`src/rtl/sdrg_pkg.sv`:
```
// Shared types, constants and the epoch-to-bucket function for the
// slow device request gate. No dependencies.
package sdrg_pkg;

   // Ring geometry and pool size
   localparam int WINDOW       = 5;
   localparam int IDX_W        = (WINDOW > 2) ? $clog2(WINDOW) : 1;
   localparam int POOL_ENTRIES = 4096;
   localparam int FREE_W       = $clog2(POOL_ENTRIES + 1);
   localparam int FREE_OUT_W   = 13;
   localparam int CNT_W        = 16;
   localparam int EPOCH_W      = 32;
   localparam int SUM_W        = CNT_W + $clog2(WINDOW + 2);

   localparam logic [CNT_W-1:0]  CNT_MAX     = '1;
   localparam logic [CNT_W-1:0]  LIMIT_RESET = 16'd5;
   localparam logic [FREE_W-1:0] FREE_FULL   = FREE_W'(POOL_ENTRIES);

   typedef enum logic {
      OP_REQUEST  = 1'b0,
      OP_COMPLETE = 1'b1
   } op_type;

   typedef enum logic [2:0] {
      VERDICT_FORWARD    = 3'd0,
      VERDICT_SLOW       = 3'd1,
      VERDICT_POOL_EMPTY = 3'd2,
      VERDICT_REPORTED   = 3'd3,
      VERDICT_DROPPED    = 3'd4
   } verdict_type;

   // 256^k mod WINDOW, evaluated at elaboration only
   function automatic int byte_weight(int k);
      int r;
      r = 1 % WINDOW;
      for (int n = 0; n < k; n++) begin
         r = (r * 256) % WINDOW;
      end
      return r;
   endfunction

   localparam int W1 = byte_weight(1);
   localparam int W2 = byte_weight(2);
   localparam int W3 = byte_weight(3);

   typedef logic [IDX_W-1:0] slot_table_type [256];

   function automatic slot_table_type build_slot_table();
      slot_table_type tbl;
      for (int i = 0; i < 256; i++) begin
         tbl[i] = IDX_W'(i % WINDOW);
      end
      return tbl;
   endfunction

   localparam slot_table_type SLOT_TABLE = build_slot_table();

   // epoch mod WINDOW: fold bytes with their weights, then an 8-bit table
   function automatic logic [IDX_W-1:0] epoch_slot(logic [EPOCH_W-1:0] e);
      logic [13:0] t;
      logic [10:0] u;
      logic [8:0]  v;
      logic [8:0]  w;
      logic [7:0]  x;
      t = 14'(e[7:0]) + 14'(e[15:8]) * 14'(W1) + 14'(e[23:16]) * 14'(W2)
        + 14'(e[31:24]) * 14'(W3);
      u = 11'(t[7:0]) + 11'(t[13:8]) * 11'(W1);
      v = 9'(u[7:0]) + 9'(u[10:8]) * 9'(W1);
      w = 9'(v[7:0]) + 9'(v[8]) * 9'(W1);
      // when w overflows a byte its low byte is small, so this stays in range
      x = w[8] ? (w[7:0] + 8'(W1)) : w[7:0];
      return SLOT_TABLE[x];
   endfunction

endpackage

```
`src/rtl/sdrg_req_if.sv`:
```
// Request channel: one word per request or completion event.
// Depends on sdrg_pkg.
interface sdrg_req_if;
   logic                         valid;
   logic                         ready;
   sdrg_pkg::op_type             operation;
   logic [sdrg_pkg::EPOCH_W-1:0] current_epoch;
   logic [sdrg_pkg::EPOCH_W-1:0] issue_epoch;
   logic                         io_error;

   modport source (output valid, operation, current_epoch, issue_epoch, io_error,
                   input ready);
   modport sink   (input valid, operation, current_epoch, issue_epoch, io_error,
                   output ready);
endinterface

```
`src/rtl/sdrg_rsp_if.sv`:
```
// Result channel: one verdict word per accepted event.
// Depends on sdrg_pkg.
interface sdrg_rsp_if;
   logic                            valid;
   logic                            ready;
   sdrg_pkg::verdict_type           verdict;
   logic [sdrg_pkg::CNT_W-1:0]      timed_out_now;
   logic [sdrg_pkg::FREE_OUT_W-1:0] free_now;

   modport source (output valid, verdict, timed_out_now, free_now, input ready);
   modport sink   (input valid, verdict, timed_out_now, free_now, output ready);
endinterface

```
`src/rtl/sdrg_csr_if.sv`:
```
// Configuration write channel carrying the pending limit word.
// Depends on sdrg_pkg.
interface sdrg_csr_if;
   logic                       valid;
   logic                       ready;
   logic [sdrg_pkg::CNT_W-1:0] pending_limit;

   modport source (output valid, pending_limit, input ready);
   modport sink   (input valid, pending_limit, output ready);
endinterface

```
`src/rtl/sdrg_slot_calc.sv`:
```
// Bucket index calculation for both epochs of an incoming word.
// Depends on sdrg_pkg (epoch_slot).
module sdrg_slot_calc (
   input  logic [sdrg_pkg::EPOCH_W-1:0] current_epoch,
   input  logic [sdrg_pkg::EPOCH_W-1:0] issue_epoch,
   output logic [sdrg_pkg::IDX_W-1:0]   now_slot,
   output logic [sdrg_pkg::IDX_W-1:0]   issue_slot
);

   // epoch modulo ring size for each epoch
   assign now_slot   = sdrg_pkg::epoch_slot(current_epoch);
   assign issue_slot = sdrg_pkg::epoch_slot(issue_epoch);

endmodule

```
`src/rtl/slow_device_request_gate_core.sv`:
```
// Slow device request gate: epoch bucket ring, timed-out total and slot pool.
// Depends on sdrg_pkg, sdrg_req_if, sdrg_rsp_if, sdrg_csr_if, sdrg_slot_calc.
// A request passes through the input register, then the result register.
// Throughput: one word per cycle while the result side accepts; the bucket
// sweep, admission check and counter updates all complete in the single
// stage between the two registers. Reset (synchronous, active high) empties
// the ring, clears the totals, fills the slot pool and sets the limit to 5.
module slow_device_request_gate_core (
   input  logic       clock,
   input  logic       reset,
   sdrg_req_if.sink   req,
   sdrg_rsp_if.source rsp,
   sdrg_csr_if.sink   csr
);

   localparam int W = sdrg_pkg::WINDOW;

   // ---------------------------------------------------------------
   // Signals
   // ---------------------------------------------------------------
   logic [sdrg_pkg::IDX_W-1:0]   now_slot;
   logic [sdrg_pkg::IDX_W-1:0]   issue_slot;

   logic                         s1_valid_ff;
   sdrg_pkg::op_type             s1_op_ff;
   logic [sdrg_pkg::EPOCH_W-1:0] s1_now_ff;
   logic [sdrg_pkg::EPOCH_W-1:0] s1_issued_ff;
   logic                         s1_err_ff;
   logic [sdrg_pkg::IDX_W-1:0]   s1_now_slot_ff;
   logic [sdrg_pkg::IDX_W-1:0]   s1_issue_slot_ff;
   logic                         s1_move;

   logic [sdrg_pkg::CNT_W-1:0]   limit_ff;

   logic [sdrg_pkg::CNT_W-1:0]   count_ff [W];
   logic [sdrg_pkg::CNT_W-1:0]   count_in [W];
   logic [sdrg_pkg::EPOCH_W-1:0] epoch_ff [W];
   logic [sdrg_pkg::EPOCH_W-1:0] epoch_in [W];
   logic [W-1:0]                 valid_ff;
   logic [W-1:0]                 valid_in;
   logic [sdrg_pkg::CNT_W-1:0]   timed_ff;
   logic [sdrg_pkg::CNT_W-1:0]   timed_in;
   logic [sdrg_pkg::FREE_W-1:0]  free_ff;
   logic [sdrg_pkg::FREE_W-1:0]  free_in;
   logic [31:0]                  refused_ff;
   logic [31:0]                  refused_in;

   logic [W-1:0]                 swept;
   logic [sdrg_pkg::CNT_W-1:0]   bucket_base [W];
   logic [sdrg_pkg::SUM_W-1:0]   sweep_sum;
   logic [sdrg_pkg::CNT_W-1:0]   swept_total;
   logic [sdrg_pkg::EPOCH_W-1:0] issue_age;
   sdrg_pkg::verdict_type        verdict;

   logic                         rsp_valid_ff;
   sdrg_pkg::verdict_type        verdict_ff;
   logic [sdrg_pkg::CNT_W-1:0]   timed_out_ff;
   logic [sdrg_pkg::FREE_W-1:0]  free_out_ff;

   // ---------------------------------------------------------------
   // Handshake: input register feeds result register
   // ---------------------------------------------------------------
   assign s1_move   = s1_valid_ff && (!rsp_valid_ff || rsp.ready);
   assign req.ready = !s1_valid_ff || s1_move;
   assign csr.ready = 1'b1;

   // bucket indexes computed ahead of the input register
   sdrg_slot_calc u_slot_calc (
      .current_epoch (req.current_epoch),
      .issue_epoch   (req.issue_epoch),
      .now_slot      (now_slot),
      .issue_slot    (issue_slot)
   );

   // input register
   always_ff @(posedge clock) begin
      if (reset) begin
         s1_valid_ff <= 1'b0;
      end else if (req.ready) begin
         s1_valid_ff <= req.valid;
      end
      if (req.valid && req.ready) begin
         s1_op_ff         <= req.operation;
         s1_now_ff        <= req.current_epoch;
         s1_issued_ff     <= req.issue_epoch;
         s1_err_ff        <= req.io_error;
         s1_now_slot_ff   <= now_slot;
         s1_issue_slot_ff <= issue_slot;
      end
   end

   // pending limit register
   always_ff @(posedge clock) begin
      if (reset) begin
         limit_ff <= sdrg_pkg::LIMIT_RESET;
      end else if (csr.valid && csr.ready) begin
         limit_ff <= csr.pending_limit;
      end
   end

   // ---------------------------------------------------------------
   // Sweep of aged buckets into the timed-out total
   // ---------------------------------------------------------------
   always_comb begin
      sweep_sum = sdrg_pkg::SUM_W'(timed_ff);
      for (int i = 0; i < W; i++) begin
         swept[i]       = valid_ff[i] && ((s1_now_ff - epoch_ff[i]) >= 32'(W));
         bucket_base[i] = swept[i] ? '0 : count_ff[i];
         sweep_sum      = sweep_sum + (swept[i] ? sdrg_pkg::SUM_W'(count_ff[i]) : '0);
      end
      swept_total = (sweep_sum > sdrg_pkg::SUM_W'(sdrg_pkg::CNT_MAX)) ?
                    sdrg_pkg::CNT_MAX : sweep_sum[sdrg_pkg::CNT_W-1:0];
   end

   assign issue_age = s1_now_ff - s1_issued_ff;

   // ---------------------------------------------------------------
   // Next state and verdict
   // ---------------------------------------------------------------
   always_comb begin
      count_in   = count_ff;
      epoch_in   = epoch_ff;
      valid_in   = valid_ff;
      timed_in   = timed_ff;
      free_in    = free_ff;
      refused_in = refused_ff;
      verdict    = sdrg_pkg::VERDICT_FORWARD;
      if (s1_op_ff == sdrg_pkg::OP_REQUEST) begin
         if (free_ff == '0) begin
            // pool empty: nothing changes
            verdict = sdrg_pkg::VERDICT_POOL_EMPTY;
         end else begin
            for (int i = 0; i < W; i++) begin
               if (swept[i]) begin
                  count_in[i] = '0;
                  valid_in[i] = 1'b0;
               end
            end
            timed_in = swept_total;
            if (swept_total > limit_ff) begin
               verdict = sdrg_pkg::VERDICT_SLOW;
               if (refused_ff != '1) begin
                  refused_in = refused_ff + 32'd1;
               end
            end else begin
               // count the request in its bucket
               for (int i = 0; i < W; i++) begin
                  if (sdrg_pkg::IDX_W'(i) == s1_now_slot_ff) begin
                     count_in[i] = (bucket_base[i] != sdrg_pkg::CNT_MAX) ?
                                   bucket_base[i] + 16'd1 : bucket_base[i];
                     epoch_in[i] = s1_now_ff;
                     valid_in[i] = 1'b1;
                  end
               end
               free_in = free_ff - sdrg_pkg::FREE_W'(1);
               verdict = sdrg_pkg::VERDICT_FORWARD;
            end
         end
      end else begin
         // completion: retire from timed-out total or its bucket
         if (issue_age >= 32'(W)) begin
            if (timed_ff != '0) begin
               timed_in = timed_ff - 16'd1;
            end
         end else begin
            for (int i = 0; i < W; i++) begin
               if ((sdrg_pkg::IDX_W'(i) == s1_issue_slot_ff) && (count_ff[i] != '0)) begin
                  count_in[i] = count_ff[i] - 16'd1;
               end
            end
         end
         if (free_ff < sdrg_pkg::FREE_FULL) begin
            free_in = free_ff + sdrg_pkg::FREE_W'(1);
         end
         verdict = s1_err_ff ? sdrg_pkg::VERDICT_DROPPED : sdrg_pkg::VERDICT_REPORTED;
      end
   end

   // state registers
   always_ff @(posedge clock) begin
      if (reset) begin
         for (int i = 0; i < W; i++) begin
            count_ff[i] <= '0;
         end
         valid_ff   <= '0;
         timed_ff   <= '0;
         free_ff    <= sdrg_pkg::FREE_FULL;
         refused_ff <= '0;
      end else if (s1_move) begin
         count_ff   <= count_in;
         valid_ff   <= valid_in;
         timed_ff   <= timed_in;
         free_ff    <= free_in;
         refused_ff <= refused_in;
      end
   end

   // bucket epochs are only read when the bucket is valid
   always_ff @(posedge clock) begin
      if (s1_move) begin
         epoch_ff <= epoch_in;
      end
   end

   // ---------------------------------------------------------------
   // Result register
   // ---------------------------------------------------------------
   always_ff @(posedge clock) begin
      if (reset) begin
         rsp_valid_ff <= 1'b0;
      end else if (s1_move) begin
         rsp_valid_ff <= 1'b1;
      end else if (rsp.ready) begin
         rsp_valid_ff <= 1'b0;
      end
      if (s1_move) begin
         verdict_ff   <= verdict;
         timed_out_ff <= timed_in;
         free_out_ff  <= free_in;
      end
   end

   assign rsp.valid         = rsp_valid_ff;
   assign rsp.verdict       = verdict_ff;
   assign rsp.timed_out_now = timed_out_ff;
   assign rsp.free_now      = sdrg_pkg::FREE_OUT_W'(free_out_ff);

   // ---------------------------------------------------------------
   // Assertions
   // ---------------------------------------------------------------
   a_free_bound: assert property (@(posedge clock) disable iff (reset)
      free_ff <= sdrg_pkg::FREE_FULL)
      else $error("free slot count above pool size");

   a_forward_takes_slot: assert property (@(posedge clock) disable iff (reset)
      (s1_move && verdict == sdrg_pkg::VERDICT_FORWARD) |=>
      (free_ff == $past(free_ff) - sdrg_pkg::FREE_W'(1)))
      else $error("forwarded request did not take a slot");

   a_empty_pool_reported: assert property (@(posedge clock) disable iff (reset)
      (rsp_valid_ff && verdict_ff == sdrg_pkg::VERDICT_POOL_EMPTY) |-> (free_out_ff == '0))
      else $error("pool empty verdict with free slots");

   a_slow_keeps_pool: assert property (@(posedge clock) disable iff (reset)
      (s1_move && verdict == sdrg_pkg::VERDICT_SLOW) |=> $stable(free_ff))
      else $error("slow refusal changed the slot pool");

endmodule
```
`src/flat_wrapper.sv`:
```
// flat-port wrapper written by rule: the top's interface ports become plain ports
module slow_device_request_gate_core_flat 
  (clock, reset, req_valid, req_operation, req_current_epoch, req_issue_epoch, req_io_error, req_ready, rsp_valid, rsp_verdict, rsp_timed_out_now, rsp_free_now, rsp_ready, csr_valid, csr_pending_limit, csr_ready);
  sdrg_req_if req_i ();
  sdrg_rsp_if rsp_i ();
  sdrg_csr_if csr_i ();
  input  logic clock;
  input  logic reset;
  input wire logic [$bits(req_i.valid)-1:0] req_valid;
  input wire logic [$bits(req_i.operation)-1:0] req_operation;
  input wire logic [$bits(req_i.current_epoch)-1:0] req_current_epoch;
  input wire logic [$bits(req_i.issue_epoch)-1:0] req_issue_epoch;
  input wire logic [$bits(req_i.io_error)-1:0] req_io_error;
  output wire logic [$bits(req_i.ready)-1:0] req_ready;
  output wire logic [$bits(rsp_i.valid)-1:0] rsp_valid;
  output wire logic [$bits(rsp_i.verdict)-1:0] rsp_verdict;
  output wire logic [$bits(rsp_i.timed_out_now)-1:0] rsp_timed_out_now;
  output wire logic [$bits(rsp_i.free_now)-1:0] rsp_free_now;
  input wire logic [$bits(rsp_i.ready)-1:0] rsp_ready;
  input wire logic [$bits(csr_i.valid)-1:0] csr_valid;
  input wire logic [$bits(csr_i.pending_limit)-1:0] csr_pending_limit;
  output wire logic [$bits(csr_i.ready)-1:0] csr_ready;
  assign req_i.valid = req_valid;
  assign req_i.operation = req_operation;
  assign req_i.current_epoch = req_current_epoch;
  assign req_i.issue_epoch = req_issue_epoch;
  assign req_i.io_error = req_io_error;
  assign req_ready = req_i.ready;
  assign rsp_valid = rsp_i.valid;
  assign rsp_verdict = rsp_i.verdict;
  assign rsp_timed_out_now = rsp_i.timed_out_now;
  assign rsp_free_now = rsp_i.free_now;
  assign rsp_i.ready = rsp_ready;
  assign csr_i.valid = csr_valid;
  assign csr_i.pending_limit = csr_pending_limit;
  assign csr_ready = csr_i.ready;
  slow_device_request_gate_core u_core (.clock(clock), .reset(reset), .req(req_i), .rsp(rsp_i), .csr(csr_i));
endmodule
```
`config.mk`:
```
export PLATFORM = sky130hd
export DESIGN_NAME = slow_device_request_gate_core_flat
export DESIGN_NICKNAME = d
export VERILOG_FILES = /design/src/rtl/sdrg_pkg.sv /design/src/rtl/sdrg_req_if.sv /design/src/rtl/sdrg_rsp_if.sv /design/src/rtl/sdrg_csr_if.sv /design/src/rtl/sdrg_slot_calc.sv /design/src/rtl/slow_device_request_gate_core.sv /design/src/flat_wrapper.sv
export SDC_FILE = /design/constraint.sdc
export NUM_CORES = 2
export LEC_CHECK = 0
export ABC_CLOCK_PERIOD_IN_PS = 17250
export BUFFER_PORTS_ARGS = -buffer_cell sky130_fd_sc_hd__buf_2
export CAP_MARGIN = 10
export CELL_PAD_IN_SITES_DETAIL_PLACEMENT = 1
export CELL_PAD_IN_SITES_GLOBAL_PLACEMENT = 1
export CORE_UTILIZATION = 53
export CTS_CLUSTER_DIAMETER = 50
export DETAILED_ROUTE_END_ITERATION = 8
export PLACE_DENSITY = 0.84
export SETUP_SLACK_MARGIN = 0.15
export SLEW_MARGIN = 0
export SYNTH_ARGS = -nofsm -noshare
export SYNTH_HDL_FRONTEND = slang
export SYNTH_SLANG_ARGS = --single-unit
```
`constraint.sdc`:
```
create_clock -name clock -period 17.25 [get_ports clock]
set_clock_uncertainty 0.05 [all_clocks]
set_input_delay 4.3125 -clock clock [delete_from_list [all_inputs] [get_ports clock]]
set_output_delay 4.3125 -clock clock [all_outputs]
set_load 0.1 [all_outputs]
```
==> results.yml <==
timing:
  hold_viol: 0
  slew_headroom: 0.184
  setup_viol: 0
  rsz0062_at_grt: "no"
  max_freq_mhz: 75.5
  finalSetupTns_ns: 0
  tightest_slew_ns: 1.21
  fin_crit_sh: 0.768
  drv_slew: 0
  final.min_clock_period_ns: 13.25
power:
  comb_power_share: 0.462
  p_seq_frac: 0.233
  peakVddDrop_mv: 0.167
  leakagePower_nw: 17.2
  p_per_area_mw_per_mm2: 118
  switching_power_mw: 2.10
  p_int_mw: 2.85
  sw_frac_of_total: 0.424
  power.total_mw: 4.95
  power_frac_clock: 0.305
setup_path:
  path_class: "reg -> reg"
  r2r_end: "u_core.count_ff[48]$_SDFFE_PP0P_"
  max_stage_delay_ns: 1.02
  critPathTopFamily: "compound AO/OA/AOI/OAI gates"
  slowest_stage: "nor4b_1"
  rrSetupSlack_ns: 4.00
  endpoint_kind: "flip-flop"
  start_kind: "flip-flop"
  r2r_cells: 44
  critPathBufInv: 6
  cp_data_required_time_ns: 17.71
  cp_num_cells: 44
  r2r-start: "u_core.s1_now_ff[0]$_DFFE_PP_"
  arrival_ns: 13.71
  path_max_fanout: 20
die:
  die_w_um: 270
  die_height_um: 270
  core_mm2: 0.0705
  io_pins: 122
  die_area_mm2: 0.0729
  start_util: 0.540
  rows: 97
synthesis:
  ys_ff_latch: 396
  synth_top_area_cell: "edfxtp_1"
  ys_warn_count: 0
  synth_cell_types: 122
  synth_edf_count: 264
  synth_top_cell_area_share: 0.208
  ys_seq_area_frac: 0.278
  netlist_area_mm2: 0.0380
  async_flop_share: 0
  yosys-top-cells-area: "edfxtp_1 (21%), ha_1 (8.9%), dfxtp_1 (6.9%), fa_1 (5.5%), a21oi_1 (4.3%)"
  synth-main-ff-cell: "edfxtp_1"
  syn_area_per_cell_um2: 8.34
  syn_nets: 5023
  synthCells: 4560
cts:
  htreeDepth: 3
  postCtsResizedCells: 0
  path_clk_slew_ns: 0.05
  clk_latency_ns: 0.63
  cts-root-buf: "clkbuf_16"
  clk_path_buf_depth: 3
  cts_num_sinks: 396
  cts_tree: "built"
  cts_setup_buffers: 0
  cts-buffers-inserted: 71
  hold_buffers: 0
routing:
  vias: 37200
  wirelength_um: 135000
  drc: 0
  drtIter0Drc: 2801
  firstDrtPassIters: 6
  route.detailed.vias_per_inst: 6.67
  ant_nets: 0
  post_drt_wl_per_cell_um: 24.3
final_layout:
  drive_above_1_share: 0.0928
  fin_area_mm2: 0.0419
  multi_input_area_mm2: 0.0252
  regArea_mm2: 0.0106
  area_delta_synth_final_pct: 10.2
  final_util: 0.594
  fin_nets: 5039
  n_fill_cell: 8404
global_routing:
  grt_pass1_wl_um: 214000
  grt_usage: 0.365
  grt_max_degree: 97
  antenna_found_initial: 4
  grt_pass1_vias: 38600
  grt-ovfl-total: 0
place:
  placed_cell_area_mm2: 0.0394
  io_buffers: 120
  dpl.hpwl_um: 97300
  place_congestion: 0.935
hold_path:
  hold_depth: 2
  hold_class: "reg -> reg"
  holdPathEnd: "u_core.limit_ff[6]$_SDFFE_PP0P_"
  min_from: "u_core.limit_ff[6]$_SDFFE_PP0P_"
outcome:
  status: "completed"
run:
  cap_violations: 0
[layout by cell type, fill, tap and decap left out, types with 119 or more instances in the layout]
master      n
nor3_1    121
buf_2     119
dfxtp_1   132
nand3_1   143
ha_1      272
a21oi_1   328
o21ai_0   254
inv_1     391
nand2_1   402
nor2_1    307
edfxtp_1  264
[flip-flops by register name, summed over array words and instances (netlist names), 3 cells and up]
register,count
u_core.count_ff,80
u_core.epoch_ff,160
u_core.free_ff,13
u_core.limit_ff,16
u_core.rsp.free_now,13
u_core.rsp.timed_out_now,16
u_core.rsp.verdict,3
u_core.s1_issue_slot_ff,3
u_core.s1_issued_ff,32
u_core.s1_now_ff,32
u_core.s1_now_slot_ff,3
u_core.timed_ff,16
u_core.valid_ff,5
[stage by stage]
step	setup slack [ns]	hold slack, ns	std cells
2_1_floorplan	5.19	0.399	4560
3_3_place_gp	4.49	0.422	5443
3_5_place_dp	3.97	0.434	5443
4_1_cts	4.18	0.447	5573
5_1_grt	3.06	0.472	5576
6_report	4.00	0.442	5578
[Yosys cell counts (all sizes together), types with 71 or more instances]
master  number
nand2      402
inv        392
a21oi      332
nor2       313
ha         272
edfxtp     264
o21ai      263
clkbuf     183
nand3      143
dfxtp      132
nor3       127
nand4      106
fa         104
a21o        91
and2        91
xnor2       90
xor2        71
[final cells by class]
class                      count  area share
multi-input combinational   3539       0.600
sequential                   396       0.252
clock buffer                  83      0.0457
inverter                     396      0.0355
tap                          940      0.0281
timing repair buffer         172      0.0240
clock inverter                47      0.0143
antenna                        5    0.000299
[how the worst max path moves through the flow]
stage,from,end,slack [ns]
after floorplan,req_issue_epoch[2],u_core.s1_issue_slot_ff[0]$_DFFE_PP_,5.19
after global placement,req_issue_epoch[2],u_core.s1_issue_slot_ff[0]$_DFFE_PP_,4.49
after detailed placement,req_issue_epoch[2],u_core.s1_issue_slot_ff[0]$_DFFE_PP_,3.97
after global routing,u_core.s1_now_ff[0]$_DFFE_PP_,u_core.count_ff[61]$_SDFFE_PP0P_,3.06
final,u_core.s1_now_ff[0]$_DFFE_PP_,u_core.count_ff[48]$_SDFFE_PP0P_,4.00
after CTS,u_core.s1_now_ff[0]$_DFFE_PP_,u_core.count_ff[11]$_SDFFE_PP0P_,4.18
[routing by layer]
metal	wire length [um]	global-route usage
met1	55300	0.449
met4	7370	0.195
met3	9010	0.0653
met2	63700	0.607
met5	0	0
[tightest hold or removal path, cell delays in order, from the launching register on]
cell,delay (ns)
dfxtp_1,0.32
mux2i_1,0.06
nor2_1,0.07
[power groups by stage]
stage               registers, mW  clock network [mW]  logic (mW)
global route                 1.16                1.56        2.50
detailed placement           1.17                   0        2.23
global placement             1.17                   0        2.17
finish                       1.15                1.51        2.29
floorplan                    1.19                   0        1.63
CTS                          1.15                1.52        2.26
[logic make-up after synthesis]
logic type | count (synthesis) | synth area share
and+or+nand+nor | 1580 | 0.211
AOI/OAI and AO/OA | 1337 | 0.241
buffers and inverters | 625 | 0.0636
DFF | 396 | 0.278
adders and majority gates | 377 | 0.144
xor gates and xnor gates | 164 | 0.0400
muxes | 80 | 0.0216
other | 1 | 0.0000986
No activity file was read; power rests on OpenSTA's default activity.
